File: src/rtl/artti_pkg.sv
package artti_pkg;

   localparam int VALUE_WIDTH_DEFAULT = 64;
   localparam int OUT_WIDTH = 64;
   localparam int CHAR_WIDTH = 8;
   localparam int RADIX_WIDTH = 6;
   localparam int DIGIT_WIDTH = 6;

   localparam logic [RADIX_WIDTH-1:0] RADIX_RESET = 6'd10;
   localparam logic [RADIX_WIDTH-1:0] RADIX_MIN = 6'd2;
   localparam logic [RADIX_WIDTH-1:0] RADIX_MAX = 6'd36;
   localparam logic [DIGIT_WIDTH-1:0] NOT_A_DIGIT = 6'd36;

   localparam logic [CHAR_WIDTH-1:0] CHAR_NUL = 8'h00;
   localparam logic [CHAR_WIDTH-1:0] CHAR_MINUS = 8'h2D;

   typedef enum logic [1:0] {
      STATUS_OK = 2'd0,
      STATUS_EMPTY = 2'd1,
      STATUS_NO_DIGIT = 2'd2,
      STATUS_BAD_RADIX = 2'd3
   } status_type;

   function automatic logic is_skipped(input logic [CHAR_WIDTH-1:0] c);
      return (c == 8'h09) || (c == 8'h0A) || (c == 8'h0B) || (c == 8'h0C) ||
             (c == 8'h0D) || (c == 8'h20) || (c == 8'h2B) || (c == 8'h5F);
   endfunction

   // digit value 0..35, NOT_A_DIGIT for anything else
   function automatic logic [DIGIT_WIDTH-1:0] digit_of(input logic [CHAR_WIDTH-1:0] c);
      logic [CHAR_WIDTH-1:0] d;
      d = CHAR_WIDTH'(NOT_A_DIGIT);
      if (c >= 8'h30 && c <= 8'h39) begin
         d = c - 8'h30;
      end else if (c >= 8'h41 && c <= 8'h5A) begin
         d = c - 8'h41 + 8'd10;
      end else if (c >= 8'h61 && c <= 8'h7A) begin
         d = c - 8'h61 + 8'd10;
      end
      return d[DIGIT_WIDTH-1:0];
   endfunction

endpackage

File: src/rtl/artti_req_if.sv
interface artti_req_if
   import artti_pkg::*;
   ();
   logic valid;
   logic ready;
   logic [CHAR_WIDTH-1:0] char_byte;

   modport source (output valid, output char_byte, input ready);
   modport sink (input valid, input char_byte, output ready);
endinterface

File: src/rtl/artti_rsp_if.sv
interface artti_rsp_if
   import artti_pkg::*;
   ();
   logic valid;
   logic ready;
   logic signed [OUT_WIDTH-1:0] value;
   status_type status;

   modport source (output valid, output value, output status, input ready);
   modport sink (input valid, input value, input status, output ready);
endinterface

File: src/rtl/artti_csr_if.sv
interface artti_csr_if
   import artti_pkg::*;
   ();
   logic valid;
   logic ready;
   logic [RADIX_WIDTH-1:0] radix;

   modport source (output valid, output radix, input ready);
   modport sink (input valid, input radix, output ready);
endinterface

File: src/rtl/any_radix_text_to_integer.sv
// Radix text-to-integer converter.
// req_chan carries one string byte per transfer; a zero byte ends the string.
// rsp_chan carries one transfer per string: the signed 64-bit value and a
// status (ok, no significant characters, no valid digit, bad radix).
// csr_chan writes the radix register (reset 10); it is always ready and is
// meant to be written while no string is in progress.
// Throughput is one byte per cycle: the accumulator multiply-add by the radix
// sits in one stage between the input register and the accumulator register.
// rsp_chan.valid rises when the result loads: the terminator first sits in
// the input register, and fires from there into the result register.
// When the receiver stalls, the result holds in the result register and
// bytes keep flowing; ready drops only while a terminator waits in the
// input register behind a result that has not been taken yet.
// Reset (synchronous) empties both registers, sets the radix to 10 and
// clears the parse state.
module any_radix_text_to_integer
   import artti_pkg::*;
   #(
      parameter int VALUE_WIDTH = VALUE_WIDTH_DEFAULT
   ) (
      input logic clock,
      input logic reset,
      artti_req_if.sink req_chan,
      artti_rsp_if.source rsp_chan,
      artti_csr_if.sink csr_chan
   );

   logic [RADIX_WIDTH-1:0] radix_ff;

   logic byte_valid_ff;
   logic [CHAR_WIDTH-1:0] byte_ff;

   logic [VALUE_WIDTH-1:0] acc_ff, acc_in;
   logic neg_ff, neg_in;
   logic sig_ff, sig_in;
   logic dig_ff, dig_in;
   logic stop_ff, stop_in;

   logic rsp_valid_ff;
   logic signed [OUT_WIDTH-1:0] value_ff, value_in;
   status_type status_ff, status_in;

   logic is_term, advance, fire, rsp_take;
   logic [DIGIT_WIDTH-1:0] digit;
   logic [VALUE_WIDTH-1:0] product;
   logic signed [VALUE_WIDTH-1:0] signed_acc;
   logic radix_bad;

   assign is_term = (byte_ff == CHAR_NUL);
   assign rsp_take = rsp_valid_ff && rsp_chan.ready;
   // only a terminator needs room in the result register
   assign advance = !is_term || !rsp_valid_ff || rsp_chan.ready;
   assign fire = byte_valid_ff && advance;

   assign req_chan.ready = !byte_valid_ff || advance;
   assign csr_chan.ready = 1'b1;

   assign digit = digit_of(byte_ff);
   assign product = VALUE_WIDTH'(acc_ff * {{(VALUE_WIDTH-RADIX_WIDTH){1'b0}}, radix_ff});
   assign signed_acc = neg_ff ? -acc_ff : acc_ff;
   assign radix_bad = (radix_ff < RADIX_MIN) || (radix_ff > RADIX_MAX);

   always_comb begin
      acc_in = acc_ff;
      neg_in = neg_ff;
      sig_in = sig_ff;
      dig_in = dig_ff;
      stop_in = stop_ff;
      value_in = value_ff;
      status_in = status_ff;
      if (fire) begin
         if (is_term) begin
            if (radix_bad) begin
               value_in = '0;
               status_in = STATUS_BAD_RADIX;
            end else begin
               value_in = OUT_WIDTH'(signed_acc);
               status_in = dig_ff ? STATUS_OK : (sig_ff ? STATUS_NO_DIGIT : STATUS_EMPTY);
            end
            acc_in = '0;
            neg_in = 1'b0;
            sig_in = 1'b0;
            dig_in = 1'b0;
            stop_in = 1'b0;
         end else if (!stop_ff) begin
            if (byte_ff == CHAR_MINUS) begin
               neg_in = 1'b1;
            end else if (!is_skipped(byte_ff)) begin
               sig_in = 1'b1;
               if (digit >= NOT_A_DIGIT || digit >= radix_ff) begin
                  stop_in = 1'b1;
               end else begin
                  dig_in = 1'b1;
                  acc_in = product + {{(VALUE_WIDTH-DIGIT_WIDTH){1'b0}}, digit};
               end
            end
         end
      end
   end

   always_ff @(posedge clock) begin
      if (reset) begin
         radix_ff <= RADIX_RESET;
         byte_valid_ff <= 1'b0;
         rsp_valid_ff <= 1'b0;
         acc_ff <= '0;
         neg_ff <= 1'b0;
         sig_ff <= 1'b0;
         dig_ff <= 1'b0;
         stop_ff <= 1'b0;
      end else begin
         if (csr_chan.valid) begin
            radix_ff <= csr_chan.radix;
         end
         if (req_chan.ready) begin
            byte_valid_ff <= req_chan.valid;
         end
         if (fire && is_term) begin
            rsp_valid_ff <= 1'b1;
         end else if (rsp_take) begin
            rsp_valid_ff <= 1'b0;
         end
         acc_ff <= acc_in;
         neg_ff <= neg_in;
         sig_ff <= sig_in;
         dig_ff <= dig_in;
         stop_ff <= stop_in;
      end
   end

   // payload registers: hold until the next transfer
   always_ff @(posedge clock) begin
      if (req_chan.ready && req_chan.valid) begin
         byte_ff <= req_chan.char_byte;
      end
      value_ff <= value_in;
      status_ff <= status_in;
   end

   assign rsp_chan.valid = rsp_valid_ff;
   assign rsp_chan.value = value_ff;
   assign rsp_chan.status = status_ff;

endmodule

File: src/flat_wrapper.sv
// flat-port wrapper written by rule: the top's interface ports become plain ports
module any_radix_text_to_integer_flat import artti_pkg::*;
#(
      parameter int VALUE_WIDTH = VALUE_WIDTH_DEFAULT
   )
  (clock, reset, req_chan_valid, req_chan_char_byte, req_chan_ready, rsp_chan_valid, rsp_chan_value, rsp_chan_status, rsp_chan_ready, csr_chan_valid, csr_chan_radix, csr_chan_ready);
  artti_req_if req_chan_i ();
  artti_rsp_if rsp_chan_i ();
  artti_csr_if csr_chan_i ();
  input logic clock;
  input logic reset;
  input wire logic [$bits(req_chan_i.valid)-1:0] req_chan_valid;
  input wire logic [$bits(req_chan_i.char_byte)-1:0] req_chan_char_byte;
  output wire logic [$bits(req_chan_i.ready)-1:0] req_chan_ready;
  output wire logic [$bits(rsp_chan_i.valid)-1:0] rsp_chan_valid;
  output wire logic [$bits(rsp_chan_i.value)-1:0] rsp_chan_value;
  output wire logic [$bits(rsp_chan_i.status)-1:0] rsp_chan_status;
  input wire logic [$bits(rsp_chan_i.ready)-1:0] rsp_chan_ready;
  input wire logic [$bits(csr_chan_i.valid)-1:0] csr_chan_valid;
  input wire logic [$bits(csr_chan_i.radix)-1:0] csr_chan_radix;
  output wire logic [$bits(csr_chan_i.ready)-1:0] csr_chan_ready;
  assign req_chan_i.valid = req_chan_valid;
  assign req_chan_i.char_byte = req_chan_char_byte;
  assign req_chan_ready = req_chan_i.ready;
  assign rsp_chan_valid = rsp_chan_i.valid;
  assign rsp_chan_value = rsp_chan_i.value;
  assign rsp_chan_status = rsp_chan_i.status;
  assign rsp_chan_i.ready = rsp_chan_ready;
  assign csr_chan_i.valid = csr_chan_valid;
  assign csr_chan_i.radix = csr_chan_radix;
  assign csr_chan_ready = csr_chan_i.ready;
  any_radix_text_to_integer #(.VALUE_WIDTH(VALUE_WIDTH)) u_core (.clock(clock), .reset(reset), .req_chan(req_chan_i), .rsp_chan(rsp_chan_i), .csr_chan(csr_chan_i));
endmodule
File: config.mk
export PLATFORM = sky130hd
export DESIGN_NAME = any_radix_text_to_integer_flat
export DESIGN_NICKNAME = d
export VERILOG_FILES = /design/src/rtl/artti_pkg.sv /design/src/rtl/artti_req_if.sv /design/src/rtl/artti_rsp_if.sv /design/src/rtl/artti_csr_if.sv /design/src/rtl/any_radix_text_to_integer.sv /design/src/flat_wrapper.sv
export SDC_FILE = /design/constraint.sdc
export NUM_CORES = 1
export LEC_CHECK = 0
export ABC_AREA = 1
export BUFFER_PORTS_ARGS = -buffer_cell sky130_fd_sc_hd__buf_2
export CORE_AREA = 2 2 216 302
export CTS_BUF_LIST = sky130_fd_sc_hd__clkbuf_4
export DETAILED_ROUTE_END_ITERATION = 10
export DIE_AREA = 0 0 218 304
export GPL_ROUTABILITY_DRIVEN = 0
export PLACE_DENSITY = 0.54
export SYNTH_ARGS = -nofsm -noshare
export SYNTH_HDL_FRONTEND = slang
export SYNTH_SLANG_ARGS = --single-unit
File: constraint.sdc
create_clock -name clock -period 5.5 [get_ports clock]
set_clock_uncertainty 0.15 [all_clocks]
set_input_delay 1.1 -clock clock [delete_from_list [all_inputs] [get_ports clock]]
set_output_delay 1.1 -clock clock [all_outputs]
set_load 0.03 [all_outputs]
# == Word-level counts from Yosys, hierarchy flattened ==
# Index checks and enable logic that the tools add are counted.
# classes
n_addsub,7
mul,1
div,0
magnitude_cmp,10
n_eq_ne,13
shift,0
n_mux,30
bitwise,0
reduce_logical,29
# ops
cell,n
64-bit two-way mux,6
64-bit by 6-bit adder with 64-bit output,1
64-bit by 6-bit multiplier with 64-bit output,1
64-bit negator,1
8-bit by 4-bit equality test with 1-bit output (second input constant),5
8-bit by 6-bit equality test with 1-bit output (second input constant),3
1-bit two-way mux,19
6-bit two-way mux,3
8-bit by 7-bit >= comparator with 1-bit output (second input constant),2
8-bit by 7-bit less-or-equal comparator with 1-bit output (second input constant),2
6-bit by 4-bit adder with 6-bit output (second input constant),2
1-bit logical OR,12
6-bit subtractor (second input constant),2
8-bit by 7-bit equality test with 1-bit output (second input constant),1
8-bit by 6-bit >= comparator with 1-bit output (second input constant),1
8-bit by 6-bit less-or-equal comparator with 1-bit output (second input constant),1
8-bit logical NOT,1
1-bit logical AND,7
6-bit >= comparator,1
6-bit >= comparator (second input constant),1
6-bit greater-than comparator (second input constant),1
6-bit by 2-bit less-than comparator with 1-bit output (second input constant),1
2-bit by 1-bit != test with 1-bit output (second input constant),3
6-bit by 1-bit subtractor with 6-bit output (second input constant),1
other kinds (8),12
# totals
register_bits,150
latch_bits,0
ram_bits,0
romBits,0
input_bits,19
n_memories,0

# == Longest topological paths before layout ==
# Gate-level depths: netlist (run 1).
# depth
word_depth,12
depth_mapped,30
mapped_depth_nobuf,30

# == Least setup slack after synthesis (run 1) ==
# OpenSTA, ideal clock, no wires.
# synth_path
kind,reg-to-reg
startpoint,register u_core.radix_ff[5]
endpoint,register u_core.acc_ff[32]
arrival_time_ps,4572
t_required_ps,5218
setup_slack_ps,646
path_stages_with_launch,23
synth_period_minus_slack_ps,4854
cell_sequence,dfxtp_1 > clkbuf_1 > clkbuf_1 > nand2_1 > fa_1 > fa_1 > inv_1 > fa_1 > inv_1 > fa_1 > inv_1 > ha_1 > nand2_1 > nand2_1 > a21oi_1 > nand2_1 > nand2_1 > nand2_1 > nand3_1 > nand3_1 > or2_2 > nand4_1 > a21oi_1
# synth_via
elab_chain_cells,7
# synth_lines
element,line_no,rtl
from (decl),any_radix_text_to_integer.sv:28,logic [RADIX_WIDTH-1:0] radix_ff;
from (signal assigned),any_radix_text_to_integer.sv:113,radix_ff <= csr_chan.radix;
64-bit by 6-bit multiplier with 64-bit output,any_radix_text_to_integer.sv:59,"assign product = VALUE_WIDTH'(acc_ff * {{(VALUE_WIDTH-RADIX_WIDTH){1'b0}}, radix_ff});"
64-bit by 6-bit adder with 64-bit output,any_radix_text_to_integer.sv:94,"acc_in = product + {{(VALUE_WIDTH-DIGIT_WIDTH){1'b0}}, digit};"
64-bit two-way mux,any_radix_text_to_integer.sv:90,if (digit >= NOT_A_DIGIT || digit >= radix_ff) begin
64-bit two-way mux,any_radix_text_to_integer.sv:88,end else if (!is_skipped(byte_ff)) begin
64-bit two-way mux,any_radix_text_to_integer.sv:86,if (byte_ff == CHAR_MINUS) begin
64-bit two-way mux,any_radix_text_to_integer.sv:85,end else if (!stop_ff) begin
64-bit two-way mux,any_radix_text_to_integer.sv:72,if (is_term) begin
to (signal assigned),any_radix_text_to_integer.sv:123,acc_ff <= acc_in;
to (decl),any_radix_text_to_integer.sv:33,"logic [VALUE_WIDTH-1:0] acc_ff, acc_in;"
# Parallel ways exist; a longest one is shown, timed or not. The select of a mux whose other input is x is not followed.
# A chain may end at the register's enable or synchronous reset.

# == Worst setup path after layout (run 1) ==
# layout_path
startpoint,register u_core.radix_ff[1]
endpoint,register u_core.acc_ff[51]
# The elaborated chain is that of the path after synthesis.

==> reports/qor.csv, run 1 <==
metric,value,unit
Final ANT Viol Nets,0,
Pint,1.58,mW
worst-path maximum fanout,23,
gr usage total,0.242,
worst rel slew slack,0.329,
Worst Tran Pin Value,997,ps
synthesis-stage register bit count,150,
slowest CP cell,ha_1,
final instance area,24500,sq um
Vias,21362,
post-CTS setup buffer count,0,
Worst Path Required,5980,ps
Final #Nets,3810,
post-synth cell types,48,
Worst setup SP type,register,
Pre-antenna DRT Iters,8,
clk_lat worst skew,710,ps
CP cell instances,"buf_4, nand2_1, fa_1, fa_1, inv_1, fa_1, ha_1, ha_1, nand2_1, nor2_1, inv_1, nor2_1, nand2_1, nor3_1, nand2_1, nand4_1, nand4_1, a21oi_1",
fill count,6962,
part of the power in registers,0.504,
Final TNS setup,0,ps
number of remaining DRC errors,0,
Crit path top cell by count,nand2_1,
row count,110,
Final Setup Violations,0,
Hold Crit Class,register to register,
DP Wirelength,63800,um
first-pass GRT wire length,122000,um
largest net degree at the start of global routing,68,
final hold violation count,0,
crit-path leading delay family,adder cells,
Net Sw Frac,0.331,
Post-Syn Nets,3785,
initial antenna violation count,1,
Core Box Area,63900,sq um
CTS tree,built,
post-synthesis cell area,22700,sq um
layout cells sized above 1,0.0801,
Vias per Instance,5.01,
Comb power frac,0.131,
Syn. warnings,0,
Avg WL per Cell,18.4,um
Die Area,66300,sq um
FMAX,195,MHz
Tcrit/Tclk final,0.933,
placed cell area,24200,sq um
power per cell area,96.5,nW/um^2
buffers added on ports,86,
VDD IR max,0.153,mV
clk sinks,150,
die width,218,um
Post-Route WL,78300,um
Main synth FF type,dfxtp_1,
Initial Utilization,0.355,
syn_area_per_cell,6.70,sq um
critical path class,register to register,
final count of pins violating max slew,0,
sequential element share of the synthesized area,0.165,
total grt overflow,0,
Pleak,15.2,nW
worst path buffer plus inverter count,3,
outcome,"complete, no violations",
Worst EP arrival,5610,ps
clock power share,0.364,
Psw,0.781,mW
Post-synth ARST share,0,
post-layout util,0.383,
"Largest stage delay, worst path",510,ps
minimum clock period,5130,ps
vias in the first global route,21519,
Mapped Cells,3382,
P&R area growth vs syn,7.98,%
Clock Root Buffer,clkbuf_4,
CP Capture Type,register,
clock buffer depth,2,
"commonest cells after routing, fill and taps aside","nand2_1, inv_1, nor2_1",
Post-synth EDFFs,74,
DIE HEIGHT,304,um
1st-iter DRT viols,1596,
# IOs,88,
unrepaired setup endpoints after global routing,false,
max_cap viols,0,
"commonest non-fill, non-tap cell in the layout",nand2_1,
H-tree depth,4,
TritonCTS buffer count,17,
clk slew on worst S/H paths,160,ps
worst reg2reg setup slack,370,ps
-- kinds of logic after synthesis --
logic type / count (synthesis) / synth area share
XOR/XNOR: 40 / 0.0155
buffers and inverters: 889 / 0.153
flip-flops: 150 / 0.165
adder cells (fa/ha/maj): 384 / 0.291
AND/OR/NAND/NOR: 1603 / 0.297
AO/OA/AOI/OAI: 315 / 0.0779
other: 1 / 0.000165
-- final timing paths --
check / endpoint / from / cells after the start
setup reg to reg: u_core.acc_ff[51]$_SDFFE_PP0P_ / u_core.radix_ff[1]$_SDFFE_PP1P_ / 18
hold / removal: u_core.dig_ff$_SDFFE_PP0P_ / u_core.dig_ff$_SDFFE_PP0P_ / 2
setup / recovery: u_core.acc_ff[51]$_SDFFE_PP0P_ / u_core.radix_ff[1]$_SDFFE_PP1P_ / 18
hold reg to reg: u_core.dig_ff$_SDFFE_PP0P_ / u_core.dig_ff$_SDFFE_PP0P_ / 2
-- power by group through the flow --
stage               sequential, mW  clock, mW  combinational, mW
finish                        1.19      0.860              0.310
CTS                           1.19      0.878              0.308
global placement              1.22          0              0.306
detailed placement            1.22          0              0.307
global route                  1.19      0.913              0.336
floorplan                     1.20          0              0.198
-- synthesized netlist by cell type, types with 5 or more instances --
master | instances | area [sq um]
nor2_1 | 271 | 1020
dfxtp_1 | 76 | 1520
a21oi_2 | 24 | 210
clkbuf_1 | 95 | 357
nand3b_1 | 28 | 210
o21bai_1 | 13 | 97.6
and3_1 | 11 | 68.8
inv_1 | 734 | 2760
or2_2 | 11 | 68.8
a21oi_1 | 185 | 926
o21ai_0 | 68 | 340
nand3_1 | 117 | 586
edfxtp_1 | 74 | 2220
o21a_1 | 5 | 37.5
buf_2 | 32 | 160
xnor2_1 | 28 | 245
nand4_1 | 87 | 544
nor3_1 | 45 | 225
nor4_1 | 5 | 31.3
nand2_2 | 22 | 138
ha_1 | 145 | 1810
fa_1 | 239 | 4780
xor2_1 | 12 | 105
nand2_1 | 992 | 3720
buf_1 | 15 | 56.3
-- layout make-up --
class | count | area (sq um) | area share
Tap cell | 840 | 1050 | 0.0429
Sequential cell | 150 | 3750 | 0.153
Clock buffer | 17 | 128 | 0.00521
Clock inverter | 15 | 195 | 0.00797
Timing Repair Buffer | 157 | 1110 | 0.0455
Multi-Input combinational cell | 2343 | 15500 | 0.632
Antenna cell | 1 | 2.50 | 0.000102
Inverter | 738 | 2770 | 0.113
-- registers in the layout, indices dropped and copies added, names as in the netlist --
| name | count |
|---|---|
| u_core.byte_valid_ff | 1 |
| u_core.rsp_chan.value | 64 |
| u_core.byte_ff | 8 |
| u_core.acc_ff | 64 |
| u_core.radix_ff | 6 |
| u_core.dig_ff | 1 |
| u_core.rsp_chan.status | 2 |
| u_core.rsp_chan.valid | 1 |
| u_core.stop_ff | 1 |
| u_core.neg_ff | 1 |
| u_core.sig_ff | 1 |
-- metal layers --
layer,vias up,GRT usage,wire length [um]
met5,-,0,0
met4,0,0.145,5240
met3,208,0.0277,3680
met2,663,0.422,38600
met1,10187,0.282,30800
li1,10304,-,-
-- timing repair --
item / CTS / global route
hold buffers: 0 / 0
gates resized for setup: 0 / 2
setup endpoints to repair: 0 / 3
-- worst min-delay path, stage by stage (launching register included) --
cell and delay [ps]:
dfxtp_1 350, nand2_1 60, a21oi_1 50
-- per-stage QoR --
stage                     setup WS (ps)  cells  hold WS [ps]  power, mW
after floorplan                     646   3382           295       1.40
after global placement              467   4228           313       1.52
after detailed placement            403   4228           319       1.52
after CTS                           390   4260           340       2.38
after global routing               35.8   4261           373       2.44
final                               369   4261           337       2.36
No activity file was read; power rests on OpenSTA's default activity.
==> run 2, diff against run 1 <==
--- a/config.mk
+++ b/config.mk
@@ -7,12 +7,14 @@
 export LEC_CHECK = 0
 export ABC_AREA = 1
 export BUFFER_PORTS_ARGS = -buffer_cell sky130_fd_sc_hd__buf_2
+export CELL_PAD_IN_SITES_DETAIL_PLACEMENT = 0
+export CELL_PAD_IN_SITES_GLOBAL_PLACEMENT = 1
 export CORE_AREA = 2 2 216 302
 export CTS_BUF_LIST = sky130_fd_sc_hd__clkbuf_4
 export DETAILED_ROUTE_END_ITERATION = 10
 export DIE_AREA = 0 0 218 304
 export GPL_ROUTABILITY_DRIVEN = 0
-export PLACE_DENSITY = 0.54
+export PLACE_DENSITY = 0.69
 export SYNTH_ARGS = -nofsm -noshare
 export SYNTH_HDL_FRONTEND = slang
 export SYNTH_SLANG_ARGS = --single-unit
==> reports/qor.csv, run 2 (same netlist as run 1, synthesis figures left out) <==
metric,value,unit
Final Setup Violations,0,
R2R depth,22,
worst rel slew slack,0.336,
unrepaired setup endpoints after global routing,false,
total grt overflow,0,
power per cell area,95.9,nW/um^2
critical path class,register to register,
CTS tree,built,
post-CTS setup buffer count,0,
clock buffer depth,2,
worst reg2reg setup slack,210,ps
Hold Crit Class,input pin to register,
TritonCTS buffer count,17,
gr usage total,0.251,
Worst Tran Pin Value,987,ps
VDD IR max,0.185,mV
final instance area,24700,sq um
1st-iter DRT viols,1374,
Core Box Area,63900,sq um
Clock Root Buffer,clkbuf_4,
# IOs,88,
Pint,1.62,mW
largest net degree at the start of global routing,76,
vias in the first global route,21970,
Initial Utilization,0.355,
top sig layer,met4,
CTS resizes,0,
outcome,"complete, no violations",
Worst EP arrival,5850,ps
Avg WL per Cell,18.7,um
Die Area,66300,sq um
post-layout util,0.387,
clk sinks,150,
worst-path maximum fanout,10,
placed cell area,24400,sq um
FMAX,189,MHz
Final #Nets,3840,
Psw,0.747,mW
clk slew on worst S/H paths,150,ps
Post-Route WL,80200,um
CP Capture Type,register,
clock power share,0.365,
row count,110,
Tcrit/Tclk final,0.962,
initial antenna violation count,3,
DP Wirelength,65600,um
Net Sw Frac,0.315,
clk_lat worst skew,780,ps
Vias,21299,
"commonest cells after routing, fill and taps aside","nand2_1, inv_1, nor2_1",
Comb power frac,0.132,
part of the power in registers,0.502,
Worst Path Required,6060,ps
number of remaining DRC errors,0,
routed wl met3,2970,um
die width,218,um
Vias per Instance,4.96,
H-tree depth,4,
layout cells sized above 1,0.0893,
M1 WL,33100,um
buffers added on ports,86,
max_cap viols,0,
final hold violation count,0,
first-pass GRT wire length,127000,um
Post-CTS Hold Buffers,0,
hold path cells,1,
Pleak,15.3,nW
"commonest non-fill, non-tap cell in the layout",nand2_1,
Final TNS setup,0,ps
Final ANT Viol Nets,0,
final count of pins violating max slew,0,
DIE HEIGHT,304,um
P&R area growth vs syn,8.90,%
minimum clock period,5290,ps
Pre-antenna DRT Iters,5,
Worst setup SP type,register,
fill count,6956,
met2 WL,40500,um
==> run 2: changes by cell type in the layout (fill, tap and decap cells not counted), sizes merged <==
cell | previous run | this run
buf | 157 | 187
inv | 743 | 740
diode | 1 | 3
bufinv | 3 | 4
clkbuf | 17 | 18
clkinv | 5 | 4
==> run 2: worst max-delay path: stages, from the launching register on <==
cell,delay (ps)
dfxtp_1,510
nand2_1,160
inv_1,70
fa_1,530
inv_1,50
fa_1,480
inv_1,60
fa_1,540
inv_1,60
fa_1,530
inv_1,40
ha_1,350
nand2_1,90
nor2_1,150
nand3_1,110
nand2_2,200
nand2_1,70
nand2_1,240
a21oi_1,140
xor2_1,180
nor2_1,100
nand3_1,210
a21oi_1,210
==> run 2: routing by layer <==
metal	vias up	track usage
met5	-	0
met1	10199	0.303
met3	154	0.0279
li1	10370	-
met2	576	0.445
met4	0	0.110
==> run 2: per-stage QoR <==
step                std cells  setup WS (ps)  power (mW)  hold WS [ps]
global route             4291           5.84        2.46           279
CTS                      4288           33.5        2.39           276
detailed placement       4258            125        1.53           319
floorplan                3382            646        1.40           295
finish                   4291            207        2.37           334
global placement         4258           87.3        1.53           316
==> run 2: cell type report <==
cell class	instances	area, sq um	share of cell area
diodes	3	7.51	0.000304
clock buffers	18	135	0.00547
clock inverters	12	179	0.00725
inverters	738	2770	0.112
multi-input cells	2343	15500	0.627
flip-flops and latches	150	3760	0.152
well taps	840	1050	0.0426
repair buffers	187	1310	0.0532
==> run 2: power by group through the flow <==
| stage | logic [mW] | registers [mW] | clock network, mW |
|---|---|---|---|
| CTS | 0.315 | 1.19 | 0.888 |
| floorplan | 0.198 | 1.20 | 0 |
| detailed placement | 0.314 | 1.21 | 0 |
| global route | 0.344 | 1.19 | 0.925 |
| finish | 0.313 | 1.19 | 0.865 |
| global placement | 0.314 | 1.21 | 0 |
==> run 2: worst paths after layout <==
| check | start | to |
|---|---|---|
| max | u_core.acc_ff[3]$_SDFFE_PP0P_ | u_core.acc_ff[33]$_SDFFE_PP0P_ |
| min | req_chan_char_byte[5] | u_core.byte_ff[5]$_DFFE_PP_ |
| max reg2reg | u_core.acc_ff[3]$_SDFFE_PP0P_ | u_core.acc_ff[33]$_SDFFE_PP0P_ |
| min reg2reg | u_core.dig_ff$_SDFFE_PP0P_ | u_core.dig_ff$_SDFFE_PP0P_ |
